### src/mfb_pkg.sv
`default_nettype none

package mfb_pkg;

	// Default screen geometry in pixels.
	localparam int SCREEN_WIDTH_DEF  = 800;
	localparam int SCREEN_HEIGHT_DEF = 480;

	// Coordinate widths that hold any on-screen position for the largest supported screen.
	localparam int PIX_W  = 12;
	localparam int ROW_W  = 12;
	localparam int BCOL_W = PIX_W - 3;

	// Depth of the command queue between the front and back parts.
	localparam int CMDQ_DEPTH = 4;

	// Byte patterns for a white byte and for a byte with no bits selected.
	localparam logic [7:0] BYTE_WHITE = 8'hFF;
	localparam logic [7:0] BYTE_NONE  = 8'h00;

	// Command codes.
	localparam logic OP_FILL = 1'b0;
	localparam logic OP_READ = 1'b1;

	// Input word as it arrives from the host.
	typedef struct packed {
		logic               op;
		logic signed [15:0] rect_x;
		logic signed [15:0] rect_y;
		logic signed [15:0] rect_width;
		logic signed [15:0] rect_height;
		logic               color_black;
		logic [15:0]        read_addr;
	} in_word_t;

	// Result word returned for every command.
	typedef struct packed {
		logic       was_read;
		logic [7:0] read_data;
	} out_word_t;

	// Classified command, with the rectangle already clipped to the screen.
	typedef struct packed {
		logic              is_read;
		logic              black;
		logic              none;
		logic [ROW_W-1:0]  row_first;
		logic [ROW_W-1:0]  row_last;
		logic [BCOL_W-1:0] bcol_first;
		logic [BCOL_W-1:0] bcol_last;
		logic [7:0]        lmask;
		logic [7:0]        rmask;
		logic [15:0]       raddr;
		logic              raddr_ok;
	} cmd_t;

endpackage

`default_nettype wire

### src/mfb_cmd_queue.sv
`default_nettype none

module mfb_cmd_queue
	import mfb_pkg::*;
(
	input  wire logic clk,
	input  wire logic arst_n,
	input  wire logic push,
	input  wire cmd_t wr_cmd,
	output logic      full,
	input  wire logic pop,
	output logic      empty,
	output cmd_t      rd_cmd
);

	localparam int PW = (CMDQ_DEPTH > 1) ? $clog2(CMDQ_DEPTH) : 1;
	localparam int CW = $clog2(CMDQ_DEPTH + 1);

	cmd_t          entries_q [CMDQ_DEPTH];
	logic [PW-1:0] wr_ptr_q, rd_ptr_q;
	logic [CW-1:0] count_q;
	logic          do_push, do_pop;

	assign full    = (count_q == CW'(CMDQ_DEPTH));
	assign empty   = (count_q == '0);
	assign do_push = push & ~full;
	assign do_pop  = pop & ~empty;
	assign rd_cmd  = entries_q[rd_ptr_q];

	// Entry storage.
	always_ff @(posedge clk) begin
		if (do_push) begin
			entries_q[wr_ptr_q] <= wr_cmd;
		end
	end

	// Pointers and fill count.
	always_ff @(posedge clk or negedge arst_n) begin
		if (!arst_n) begin
			wr_ptr_q <= '0;
			rd_ptr_q <= '0;
			count_q  <= '0;
		end else begin
			if (do_push) begin
				wr_ptr_q <= (wr_ptr_q == PW'(CMDQ_DEPTH - 1)) ? '0 : wr_ptr_q + 1'b1;
			end
			if (do_pop) begin
				rd_ptr_q <= (rd_ptr_q == PW'(CMDQ_DEPTH - 1)) ? '0 : rd_ptr_q + 1'b1;
			end
			if (do_push && !do_pop) begin
				count_q <= count_q + 1'b1;
			end else if (do_pop && !do_push) begin
				count_q <= count_q - 1'b1;
			end
		end
	end

endmodule

`default_nettype wire

### config.mk
export PLATFORM = sky130hd
export DESIGN_NAME = mfb_cmd_queue
export DESIGN_NICKNAME = d
export VERILOG_FILES = /design/src/mfb_pkg.sv /design/src/mfb_cmd_queue.sv
export SDC_FILE = /design/constraint.sdc
export NUM_CORES = 1
export LEC_CHECK = 0
export BUFFER_PORTS_ARGS = -buffer_cell sky130_fd_sc_hd__buf_2
export CAP_MARGIN = 30
export CORE_MARGIN = 4
export CORE_UTILIZATION = 59
export CTS_BUF_LIST = sky130_fd_sc_hd__clkbuf_8
export DETAILED_ROUTE_END_ITERATION = 10
export PLACE_DENSITY = 0.82
export SETUP_SLACK_MARGIN = 0.3
export SYNTH_ARGS = -nofsm -noshare
export SYNTH_HDL_FRONTEND = slang
export SYNTH_SLANG_ARGS = --single-unit
### constraint.sdc
create_clock -name clk -period 6.3 [get_ports clk]
set_clock_uncertainty 0.2 [all_clocks]
set_input_delay 1.26 -clock clk [delete_from_list [all_inputs] [get_ports clk]]
set_output_delay 1.26 -clock clk [all_outputs]
set_load 0.02 [all_outputs]
---- Yosys cells after proc, flatten, opt, wreduce, memory -nomap -nowiden ----
Memories as Yosys holds them, arrays and structs flattened.
Cells that the tools add are included.
storage, ports and cells
  register bits ........................... 7
  RAM bits ................................ 312
  bits of input ports ..................... 82
  output and inout bits ................... 80
  logic and storage cells ................. 27
  memories kept ........................... 1
cells by class
  add/sub/neg operators ................... 4
  equality and inequality tests ........... 3
  multiplexer cells ....................... 6
  bitwise gates (word level) .............. 4
  reductions and logical operators ........ 6
memories
  memory     depth  bits a word  read ports  clocked after memory_dff  wr ports  RTL line             source
  entries_q  4      78           1           0                         1         mfb_cmd_queue.sv:19  cmd_t entries_q [CMDQ_DEPTH];
operators by type and width
  operator             count
  $mux 3               2
  $add 2x1->2 const B  2
  $eq 2x2->1 const B   2
  $mux 2               2
  $add 3x1->3 const B  1
  $eq 3x3->1 const B   1
  $logic_not 3->1      1
  $sub 3x1->3 const B  1
  $and 1x1->1          2
  $logic_and 1x1->1    2
  $logic_not 1->1      2
  $mux 1               2
  $not 1->1            2
  $reduce_bool 2->1    1

---- Longest topological paths before layout ----
  word-level depth ........................ 7
  depth in mapped cells ................... 8
  gate-level depth less buffers ........... 8

---- Least setup slack after synthesis ----
No wires, ideal clock.
  path type ............................... input to register
  start ................................... input port push
  end ..................................... memory entries_q[3][0] (netlist name) (enable)
  library setup time ...................... 0.516 ns
  data arrival time ....................... 4.588 ns
  required time ........................... 5.584 ns
  setup slack ............................. 0.995 ns
  stages .................................. 2
  path buffers ............................ 0
  cell sequence ........................... nand2_1 > nor2_1
between the ends
  word-level cells in the longest chain between the ends .. 3
ends and longest elaborated chain
  what                          RTL line             source
  from (decl)                   mfb_cmd_queue.sv:8   input wire logic push,
  $and 1x1->1                   mfb_cmd_queue.sv:26  assign do_push = push & ~full;
  $mux 1                        mfb_cmd_queue.sv:32  if (do_push) begin
  $mux 1 (not written as such)  mfb_cmd_queue.sv:33  entries_q[wr_ptr_q] <= wr_cmd;
  to (decl)                     mfb_cmd_queue.sv:19
No other way between the ends.

==> results.cfg <==
[placement]
gp_congestion = 0.734
hpwlAfterDp_microns = 13200
port_buffers = 161

[detailed_routing]
vias_per_cell = 5.61
wl_microns = 21100
first_pass_iters = 6
first_iter_violations = 282
post_drt_wl_per_cell_microns = 22.4
ant_nets = 0
vias = 5273
drcViolationCount = 0

[setup_path]
cp.required_ns = 4.84
path_cells = buf_4 > mux4_2 > buf_2
crit_type = reg -> out
cp.arrival_ns = 2.97
cp-start-kind = register
critPathMaxFanout = 37
critical_path.slowest_cell = dfrtp_4
cp_slowest_stage_delay_ns = 0.91
end_kind = output port

[job]
drv_cap = 0

[power]
combPwrFrac_pct = 31.0
switching_share_pct = 32.2
leakagePower_nw = 4.73
p_switching_mw = 2.08
powerDensity_nw_per_um2 = 474
clkPwrFrac_pct = 21.8
seqPwrFrac_pct = 47.1
vdd_ir_drop_max_uv = 319
p_int_mw = 4.37

[final_layout]
nets = 735
n_antenna_cell = 0
mostFrequentLayoutCell = edfxtp_1
area_growth_pct = 15.4
drive_above_1_share_pct = 46.2
layout_common_cells = 312 x edfxtp_1, 161 x buf_2, 78 x mux4_2
final_core_utilization_pct = 69.5
fillerInstances = 1180

[clocking]
post-cts-setup-buffer-count = 0
clockBufferDepth = 3
clk_pin_slew_worst_paths_ns = 0.06
cts_made_buffers = 48
ctsHoldBuffers = 0
cts_root_buf = clkbuf_8
h-tree-depth = 2
clkLatencyLatePin_ns = 0.54
cts_tree = built
clkSinkCount = 319
cts_resized = 0

[yosys]
synth_cell_types = 23
ys_ff_latch = 319
seq_area_frac_synth_pct = 80.9
synth_area_sq_um = 11800
yosysWarnings = 0
netlist_instances = 445
synth.avg_cell_area_sq_um = 26.5
synth.net_count = 534

[timing]
setup_viol = 0
period_needed_ns = 4.43
slew_viol_final = 0
rsz0062_at_grt = no
max_slew_margin_pct = 49.9
fin_hold_ws_ns = 0.347
fmaxAchievable_ghz = 0.226
layout_worst_path_cycle_share_pct = 70.4
fin_setup_tns_ns = 0
finalHoldViolCount = 0
worst_pin_slew_ns = 0.751

[global_routing]
globalRouteTotalUtil_pct = 19.7
antenna_found_initial = 1
grt_pass1_vias = 5896
grt_pass1_wl_microns = 32900
grt_max_degree = 46
grt_overflow = 0

[floorplanning]
die_x_microns = 149
initial_core_util_pct = 60.2
dieArea_sq_um = 22300
row_count = 51
num_io_pins = 162
design.core.area_sq_um = 19600
die_y_microns = 149

[run_status]
status = completed

[min_path]
hold_class = in -> async
[sequential cells by signal, summed over array words and instances, names as in the netlist]
name       cells
wr_ptr_q       2
entries_q    312
rd_ptr_q       2
count_q        3
[cells by family (layout without fill, tap and decap cells)]
| group | Yosys count | after routing | synth area share (%) |
|---|---|---|---|
| adders and majority gates | 7 | 7 | 0.806 |
| AOI/OAI and AO/OA | 2 | 2 | 0.170 |
| and+or+nand+nor | 11 | 11 | 0.647 |
| buffers and inverters | 21 | 251 | 1.95 |
| xor gates and xnor gates | 3 | 3 | 0.223 |
| DFF | 319 | 319 | 80.9 |
| muxes | 82 | 82 | 15.3 |
[worst max-delay path: cells and delay by family (launching register included)]
family | cells | cell delay (ns)
muxes | 1 | 0.62
DFF | 1 | 0.91
buffers and inverters | 2 | 0.86
[final cells by class]
type	count	area (sq um)	area share, %
Multi-Input combinational cell	105	2040	15.0
Clock inverter	30	118	0.864
Tap cell	265	332	2.44
Timing Repair Buffer	169	886	6.51
Inverter	3	11.3	0.0827
Sequential cell	319	9550	70.2
Clock buffer	49	674	4.95
[path summary, 6_finish.rpt]
path	from	slack, ns	end	cells after the start
setup / recovery	rd_ptr_q[0]	1.87	rd_cmd[54]	3
hold / removal	arst_n	0.35	count_q[2]	1
setup reg to reg	count_q[0]	3.68	entries_q[1][74]	4
hold reg to reg	count_q[2]	0.35	count_q[2]	1
max in group asynchronous	arst_n	5.37	rd_ptr_q[1]	1
min in group clk	count_q[2]	0.35	count_q[2]	1
[power groups by stage]
stage / sequential (mW) / clock [mW] / combinational [mW]
after floorplan: 2.95 / 0 / 1.61
after global placement: 3.11 / 0 / 1.94
after detailed placement: 3.10 / 0 / 2.05
after CTS: 3.06 / 1.45 / 2.05
after global routing: 3.09 / 1.56 / 2.14
final: 3.04 / 1.41 / 2.00
[synth_stat cells]
cell type,number,share of area [%]
xnor2_1,1,0.074
buf_2,8,0.34
and2_1,3,0.16
edfxtp_1,312,79
xor2_1,2,0.15
mux2_2,1,0.095
inv_1,3,0.095
nor2_1,3,0.095
nor2b_4,1,0.12
dfrtp_1,7,1.5
buf_12,8,1.4
mux2_1,1,0.095
a21o_1,1,0.064
ha_1,6,0.64
mux2_4,2,0.25
o31ai_2,1,0.11
nor3_1,2,0.085
buf_4,1,0.064
fa_1,1,0.17
buf_6,1,0.095
nand2_1,1,0.032
mux4_2,78,15
nor3b_4,1,0.16
[per-layer routing]
layer / part of all wire (%) / GRT usage (%) / up-vias / routed length, microns
li1: - / - / 2316 / -
met1: 38 / 25.0 / 2744 / 8000
met2: 54 / 33.9 / 163 / 11300
met3: 5.7 / 4.82 / 48 / 1200
met4: 2.6 / 6.45 / 2 / 541
met5: 0.033 / 0 / - / 7
[through the flow]
step	instance area, sq um	power (mW)	setup slack [ns]	instances
after detailed placement	12800	5.14	2.30	861
after global routing	13600	6.79	1.58	940
final	13600	6.45	1.87	940
after floorplan	11800	4.56	0.995	445
after CTS	13600	6.56	1.70	940
after global placement	12800	5.05	2.32	860
Note: power is estimated with default switching activity, not from simulation.
