$ cat config.mk
export PLATFORM = sky130hd
export DESIGN_NAME = mfb_front
export DESIGN_NICKNAME = d
export VERILOG_FILES = /design/src/mfb_pkg.sv /design/src/mfb_front.sv
export SDC_FILE = /design/constraint.sdc
export NUM_CORES = 1
export LEC_CHECK = 0
export BUFFER_PORTS_ARGS = -buffer_cell sky130_fd_sc_hd__buf_2
export CAP_MARGIN = 30
export CORE_ASPECT_RATIO = 1.2
export CORE_MARGIN = 2
export CORE_UTILIZATION = 51
export DETAILED_ROUTE_END_ITERATION = 10
export PLACE_DENSITY = 0.84
export SYNTH_ARGS = -nofsm -noshare
export SYNTH_HDL_FRONTEND = slang
export SYNTH_SLANG_ARGS = --single-unit
$ cat constraint.sdc
create_clock -name vclk -period 5.6
set_input_delay 0.28 -clock vclk [all_inputs]
set_output_delay 0.28 -clock vclk [all_outputs]
set_load 0.005 [all_outputs]
$ cat src/mfb_pkg.sv
`default_nettype none

package mfb_pkg;

	// Default screen geometry in pixels.
	localparam int SCREEN_WIDTH_DEF  = 800;
	localparam int SCREEN_HEIGHT_DEF = 480;

	// Coordinate widths that hold any on-screen position for the largest supported screen.
	localparam int PIX_W  = 12;
	localparam int ROW_W  = 12;
	localparam int BCOL_W = PIX_W - 3;

	// Depth of the command queue between the front and back parts.
	localparam int CMDQ_DEPTH = 4;

	// Byte patterns for a white byte and for a byte with no bits selected.
	localparam logic [7:0] BYTE_WHITE = 8'hFF;
	localparam logic [7:0] BYTE_NONE  = 8'h00;

	// Command codes.
	localparam logic OP_FILL = 1'b0;
	localparam logic OP_READ = 1'b1;

	// Input word as it arrives from the host.
	typedef struct packed {
		logic               op;
		logic signed [15:0] rect_x;
		logic signed [15:0] rect_y;
		logic signed [15:0] rect_width;
		logic signed [15:0] rect_height;
		logic               color_black;
		logic [15:0]        read_addr;
	} in_word_t;

	// Result word returned for every command.
	typedef struct packed {
		logic       was_read;
		logic [7:0] read_data;
	} out_word_t;

	// Classified command, with the rectangle already clipped to the screen.
	typedef struct packed {
		logic              is_read;
		logic              black;
		logic              none;
		logic [ROW_W-1:0]  row_first;
		logic [ROW_W-1:0]  row_last;
		logic [BCOL_W-1:0] bcol_first;
		logic [BCOL_W-1:0] bcol_last;
		logic [7:0]        lmask;
		logic [7:0]        rmask;
		logic [15:0]       raddr;
		logic              raddr_ok;
	} cmd_t;

endpackage

`default_nettype wire

$ cat src/mfb_front.sv
`default_nettype none

module mfb_front
	import mfb_pkg::*;
#(
	parameter int SCREEN_WIDTH  = SCREEN_WIDTH_DEF,
	parameter int SCREEN_HEIGHT = SCREEN_HEIGHT_DEF
) (
	input  wire in_word_t push_word,
	input  wire logic     push,
	output logic          full,
	input  wire logic     busy,
	input  wire logic     q_full,
	output logic          q_push,
	output cmd_t          q_cmd
);

	localparam int STRIDE   = (SCREEN_WIDTH + 7) / 8;
	localparam int FB_BYTES = STRIDE * SCREEN_HEIGHT;
	localparam logic signed [17:0] W18 = 18'(SCREEN_WIDTH);
	localparam logic signed [17:0] H18 = 18'(SCREEN_HEIGHT);

	logic signed [17:0] xs, ys, ws, hs, xe, ye;
	logic signed [17:0] x0, y0, x1, y1, xl, yl;
	logic               none_x, none_y;

	// Words are refused while the queue is full or the store is being cleared.
	assign full   = q_full | busy;
	assign q_push = push & ~full;

	// Sign-extend the edges so that the far-edge sums cannot overflow.
	assign xs = {{2{push_word.rect_x[15]}}, push_word.rect_x};
	assign ys = {{2{push_word.rect_y[15]}}, push_word.rect_y};
	assign ws = {{2{push_word.rect_width[15]}}, push_word.rect_width};
	assign hs = {{2{push_word.rect_height[15]}}, push_word.rect_height};
	assign xe = xs + ws;
	assign ye = ys + hs;

	// Clip to the screen; the far edges are exclusive.
	assign x0 = xs[17] ? '0 : xs;
	assign y0 = ys[17] ? '0 : ys;
	assign x1 = (xe > W18) ? W18 : xe;
	assign y1 = (ye > H18) ? H18 : ye;
	assign xl = x1 - 18'sd1;
	assign yl = y1 - 18'sd1;
	assign none_x = (x1 <= x0);
	assign none_y = (y1 <= y0);

	// Byte span and edge masks of the clipped rectangle.
	always_comb begin
		q_cmd            = '0;
		q_cmd.is_read    = (push_word.op == OP_READ);
		q_cmd.black      = push_word.color_black;
		q_cmd.none       = none_x | none_y;
		q_cmd.row_first  = y0[ROW_W-1:0];
		q_cmd.row_last   = yl[ROW_W-1:0];
		q_cmd.bcol_first = x0[PIX_W-1:3];
		q_cmd.bcol_last  = xl[PIX_W-1:3];
		q_cmd.lmask      = BYTE_WHITE >> x0[2:0];
		q_cmd.rmask      = BYTE_WHITE << (3'd7 - xl[2:0]);
		q_cmd.raddr      = push_word.read_addr;
		q_cmd.raddr_ok   = ({16'd0, push_word.read_addr} < 32'(FB_BYTES));
	end

endmodule

`default_nettype wire

# Word-level counts from Yosys, hierarchy flattened
# Index checks and enable logic that the tools add are counted.
[classes] addsub=5 multipliers=0 n_div=0 order_cmp=5 n_eq_ne=0 n_shift=2 n_mux=4 bitwise_logic=4 n_reduce_logical=0
[ops] cell="less-or-equal comparator 18 x 16 -> 1 bit" count=2
[ops] cell="two-way mux 18 bit" count=2
[ops] cell="adder 16 x 16 -> 17 bit" count=2
[ops] cell="two-way mux 15 bit" count=2
[ops] cell="subtractor 12 x 2 -> 12 bit, second input constant" count=2
[ops] cell="> comparator 17 x 10 -> 1 bit, second input constant" count=1
[ops] cell="> comparator 17 x 11 -> 1 bit, second input constant" count=1
[ops] cell="< comparator 16 bit, second input constant" count=1
[ops] cell="left shift 8 x 3 -> 8 bit, first input constant" count=1
[ops] cell=">> shifter 8 x 3 -> 8 bit, first input constant" count=1
[ops] cell="subtractor 3 bit, first input constant" count=1
[ops] cell="OR 1 bit" count=2
[ops] cell="bitwise AND 1 bit" count=1
[ops] cell="inverter 1 bit" count=1
[totals] register_bits=0 latch_bits=0 ram_bits=0 mem_bits_ro=0 in_bits=85 n_memories=0

# Logic depth before layout (Yosys ltp)
# Gate-level depths: netlist of run 1.
[depth] ltp_word=6 depth_mapped=22 depth_no_buf=21

# Least setup slack after synthesis of run 1
# Ideal clock, no wire load.
[synth_timing] path_kind="input to output" from="input port push_word[17] in the netlist's numbering" to="output port q_cmd[75] in the netlist's numbering" arrival_time_ps=4416 t_required_ps=5320 path_slack_ps=904 path_stages=22 path_buffers=1 cell_sequence="ha_1 fa_1 a21o_1 a21oi_1 o221ai_1 xnor2_1 or4b_1 o2111ai_2 o21ai_4 buf_2 nand2_1 inv_2 ha_1 nor2b_1 o21a_1 o21ai_0 nand2b_1 a21oi_1 o21ai_0 o31a_1 o311a_1 o2111ai_1"
[synth_rtl] item="from (decl)" line_no="mfb_front.sv:9" rtl="input wire in_word_t push_word,"
[synth_rtl] item="to (decl)" line_no="mfb_front.sv:15" rtl="output cmd_t q_cmd"

==> results of run 1 <==
==> final timing paths <==
check,startpoint,end,slack [ps],cells past startpoint
setup / recovery,push_word[21],q_cmd[75],430,22
hold / removal,push_word[1],q_cmd[2],560,0
==> cell usage in the layout, fill, tap and decap left out, types with 12 or more instances in the layout <==
cell,count
a21o_1,19
a21oi_1,33
xnor2_1,15
buf_2,145
nand2b_1,32
nor2_1,24
nand4_1,13
o21ai_0,21
nand3_1,19
nor3_1,12
ha_1,65
xor2_1,17
nor2b_1,23
inv_1,34
nand2_1,41
==> worst max-delay path: stages <==
cell and delay, ps:
buf_2 100, ha_1 360, a21o_1 230, a31oi_1 320, nand2_1 180, xnor2_1 300, or4b_1 600, o2111ai_2 310
o21ai_4 90, nand2_1 110, inv_2 40, ha_1 270, nor2b_1 130, o21a_1 150, o21ai_0 130, nand2b_1 70
a21oi_1 190, o21ai_0 100, o31a_1 270, o311a_1 290, o2111ai_1 160, buf_2 180
==> synth_stat cells (3+ instances only) <==
| cell type | count | area (sq um) |
|---|---|---|
| nand3_1 | 19 | 95.1 |
| xor2_1 | 17 | 149 |
| nand4_1 | 13 | 81.3 |
| a211oi_1 | 6 | 45.0 |
| or2_2 | 3 | 18.8 |
| nand2_1 | 41 | 154 |
| buf_4 | 20 | 150 |
| o21a_1 | 6 | 45.0 |
| buf_2 | 6 | 30.0 |
| nand2b_1 | 32 | 200 |
| a21o_1 | 19 | 143 |
| xnor2_1 | 15 | 131 |
| a211o_1 | 3 | 26.3 |
| nand3b_1 | 4 | 30.0 |
| nor3_1 | 12 | 60.1 |
| inv_1 | 34 | 128 |
| a21oi_1 | 33 | 165 |
| o21ai_0 | 21 | 105 |
| and4_1 | 3 | 26.3 |
| a31oi_1 | 4 | 25.0 |
| and3_1 | 11 | 68.8 |
| ha_1 | 65 | 813 |
| o31ai_1 | 5 | 37.5 |
| and2_1 | 9 | 56.3 |
| nor2b_1 | 23 | 144 |
| o211ai_1 | 9 | 67.6 |
| o21ai_1 | 3 | 15.0 |
| clkbuf_1 | 6 | 22.5 |
| nor2_1 | 24 | 90.1 |
| o31a_1 | 3 | 26.3 |
==> area by class of cell <==
type / count / area share
tap: 90 / 0.0257
timing repair buffer: 150 / 0.174
multi-input combinational: 454 / 0.770
inverter: 35 / 0.0300
==> per-layer routing <==
metal | part of all wire | global-route usage | up-vias
met1 | 0.37 | 0.289 | 2001
li1 | - | - | 2122
met2 | 0.53 | 0.512 | 237
met5 | 0 | 0 | -
met4 | 0.029 | 0.0821 | 0
met3 | 0.072 | 0.0158 | 27
==> power by group <==
group,internal [W],switching (W)
Clock,0,0
Sequential,0,0
Combinational,0.000265,0.000343
==> kinds of logic (layout without fill, tap and decap cells) <==
group | count (synthesis) | count (layout)
AOI/OAI and AO/OA | 146 | 146
buffers and inverters | 68 | 185
xor gates and xnor gates | 33 | 33
and+or+nand+nor | 204 | 204
other | 1 | 2
muxes | 2 | 2
adders and majority gates | 67 | 67
==> per-stage QoR <==
stage | utilization | setup slack, ps | power, W | cell area, sq um | instances
2_1_floorplan | - | 904 | 0.000423 | 3710 | 522
3_3_place_gp | 0.612 | 588 | 0.000581 | 4370 | 729
3_5_place_dp | 0.612 | 491 | 0.000597 | 4370 | 729
4_1_cts | 0.612 | 487 | 0.000601 | 4370 | 729
5_1_grt | 0.612 | 94.0 | 0.000674 | 4370 | 729
6_report | 0.612 | 435 | 0.000608 | 4370 | 729
==> metrics.txt, run 1 <==
mux cell area share after synthesis=0.00540; period utilization=0.922; first-pass GRT wire length=approximately 17000 microns; total global-route track usage=0.263; Mapped Area=approximately 3700 sq um; synthesis-to-finish area growth=17.9%; Final min period=5170 ps; share of layout cells above drive strength 1=0.264; GP Congestion=between 0.9 and 1; GR Overflow Total=0; clock buf count=0; crit path kind=in -> out; drt via density=between 6 and 7; final setup fails=0; die width=between 80 and 90 microns; core footprint=7150 sq um; DP HPWL=~9600 microns; row count=34; final-layout fill cell count=approximately 650; diodes inserted=0; wire per inst=15.3 microns; Slew headroom=0.554; main combinational cell family by area after synthesis=simple AND/OR/NAND/NOR gates; vias in the first global route=4095; Die Footprint=between 7000 and 8000 sq um; area taken by multi-input logic gates=around 3400 sq um; YS warnings=0; Worst VDD drop=0.0000635 V; Worst Path Required=between 5000 and 6000 ps; CP endpoint kind=output port; P_leak=about 2.3 nW; PD cells=approximately 140 nW/um^2; Final Max Slew Viols=0; Hold Vio Cnt, Final=0; Nets=793; RSZ-0062 raised after global routing=no; Post CTS Setup Buffer Count=0; Hold-fix buffers, CTS=0; IO buf count=roughly 150; Post-CTS Resized=0; Die Ht=97.4 microns; Tightest Pin Transition=roughly 660 ps; maxcap violations=0; Fin Hold WS=roughly 560 ps; sequential area share after synthesis=0; Post-Synth Simple-Gate Area=0.303; final setup TNS=0 ps; pin count of the biggest net entering global routing=17; ANT nets after route=0; f_max=194 MHz; library cells used by synthesis=68; Cells after Synth=521; initial antenna violation count=0; worst-path fanout max=8; num sequential=0; post-synthesis adder-cell area fraction=0.230; xor-xnor portion of the synthesized cell area=0.0800; Reg area=0 sq um; status=complete, no violations; drt drc=0; DRT Wirelength=11100 microns; vias=approximately 4400; Post-Syn Area per Cell=7.12 sq um; # IOs=around 170; Iter 0 DRT Violations=~230; Critical Path AT=~4900 ps; compound-cell area share of the yosys netlist=0.288; DR pass1 iterations=5; Worst Hold Class=in -> out; startpoint class of the critical path=primary input; Initial Utilization=0.519
No activity file was read; power rests on OpenSTA's default activity.
==> run 2: changes to the inputs <==
--- a/config.mk
+++ b/config.mk
@@ -9,9 +9,9 @@
 export CAP_MARGIN = 30
 export CORE_ASPECT_RATIO = 1.2
 export CORE_MARGIN = 2
-export CORE_UTILIZATION = 51
+export CORE_UTILIZATION = 53
 export DETAILED_ROUTE_END_ITERATION = 10
-export PLACE_DENSITY = 0.84
+export PLACE_DENSITY = 0.87
 export SYNTH_ARGS = -nofsm -noshare
 export SYNTH_HDL_FRONTEND = slang
 export SYNTH_SLANG_ARGS = --single-unit
==> constraint.sdc (replaced) <==
create_clock -name vclk -period 6.47
set_input_delay 0.3235 -clock vclk [all_inputs]
set_output_delay 0.3235 -clock vclk [all_outputs]
set_load 0.005 [all_outputs]
==> metrics.txt, run 2 (synthesized netlist as in run 1, its figures left out) <==
status=complete, no violations; Fin Hold WS=around 650 ps; synthesis-to-finish area growth=17.2%; Critical Path AT=around 5200 ps; ANT nets after route=0; final-layout fill cell count=about 640; pin count of the biggest net entering global routing=19; core footprint=between 6000 and 7000 sq um; Initial Utilization=0.544; Hold-fix buffers, CTS=0; DRT Wirelength=roughly 11000 microns; cells along the critical path=buf_2 -> ha_1 -> fa_1 -> a21o_1 -> a221oi_2 -> o21ai_0 -> xor2_1 -> a2111oi_4 -> o2111ai_2 -> o21ai_4 -> nand2_1 -> inv_2 -> ha_1 -> nor2b_1 -> o21a_1 -> o21ai_0 -> nand2b_1 -> a21oi_1 -> o21ai_0 -> o31a_1 -> o311a_1 -> o2111ai_1 -> buf_2; P_leak=2.27 nW; worst-path fanout max=18; CP endpoint kind=output port; GP Congestion=just over 0.9; drt via density=slightly below 6; Worst VDD drop=approximately 0.000056 V; startpoint class of the critical path=primary input; Worst Path Required=approximately 6200 ps; wire per inst=~15 microns; Hold Vio Cnt, Final=0; Worst Setup SP=push_word[17]; Post CTS Setup Buffer Count=0; die width=80.4 microns; commonest non-fill, non-tap cell in the layout=buf_2; RSZ-0062 raised after global routing=no; first-pass GRT wire length=~17000 microns; Tightest Pin Transition=897 ps; Reg area=0 sq um; Worst path most repeated cell=o21ai_0; row count=33; CP top delay family=compound AO/OA/AOI/OAI gates; Iter 0 DRT Violations=218; Reg power frac=0; hold path startpoint=push_word[6]; GR Overflow Total=0; CP max stage cell=o21ai_4; Die Ht=approximately 96 microns; maxcap violations=0; vias in the first global route=3966; initial antenna violation count=0; num sequential=0; Final Max Slew Viols=0; Internal Pwr Total=about 0.00022 W; switching share of power=0.566; vias=approximately 4300; Post-CTS Resized=0; diodes inserted=0; crit path kind=in -> out; final setup fails=0; Die Footprint=a little under 8000 sq um; final setup TNS=0 ps; f_max=182 MHz; DR pass1 iterations=4; # IOs=approximately 170; PD cells=119 nW/um^2; IO buf count=between 100 and 150; WP buf/inv=3; drt drc=0; combinational fraction of design power=1.000; Final min period=5500 ps; power share of the clock group=0; total global-route track usage=0.269; Nets=slightly below 800; most frequent cells in the layout=buf_2 (145), ha_1 (65), nand2_1 (41), inv_1 (34), a21oi_1 (33); Worst Hold Class=in -> out; DP HPWL=9400 microns; CP max stage delay=approximately 410 ps; area taken by multi-input logic gates=between 3000 and 4000 sq um; period utilization=0.850; Slew headroom=0.398; clock buf count=0; share of layout cells above drive strength 1=0.261; sw power=just under 0.0003 W
[run 2: cell count changes in the layout (fill, tap and decap cells not counted)]
cell   before  now
buf_4       5    2
[run 2: cell type report]
type,instances,share of cell area
multi-input cells,454,0.774
repair buffers,147,0.170
inverters,35,0.0302
well taps,87,0.0250
[run 2: layer usage]
layer / routed length [microns] / share of wire / GRT usage / up-vias
met4: 241 / 0.022 / 0.0607 / 0
met2: 5600 / 0.52 / 0.538 / 201
met5: 0 / 0 / 0 / -
met1: 4230 / 0.39 / 0.305 / 1961
li1: - / - / - / 2116
met3: 729 / 0.067 / 0.0152 / 27
[run 2: worst paths after layout]
kind	to	slack, ps	depth (start not counted)
worst max-delay path	q_cmd[75]	970	23
worst min-delay path	q_cmd[7]	650	0
[run 2: stage by stage]
stage	setup WS [ps]	std cells	area, sq um	utilization	total power, W
2_1_floorplan	1690	522	3710	-	0.000366
3_3_place_gp	1200	723	4350	0.638	0.000495
3_5_place_dp	1020	723	4350	0.638	0.000509
4_1_cts	1010	723	4350	0.638	0.000512
5_1_grt	599	723	4350	0.638	0.000576
6_report	971	723	4350	0.638	0.000516
[run 2: power by group through the flow]
| stage | registers (W) | clock network [W] | logic (W) |
|---|---|---|---|
| after global placement | 0 | 0 | 0.000495 |
| after floorplan | 0 | 0 | 0.000366 |
| after detailed placement | 0 | 0 | 0.000509 |
| after CTS | 0 | 0 | 0.000512 |
| final | 0 | 0 | 0.000516 |
| after global routing | 0 | 0 | 0.000576 |
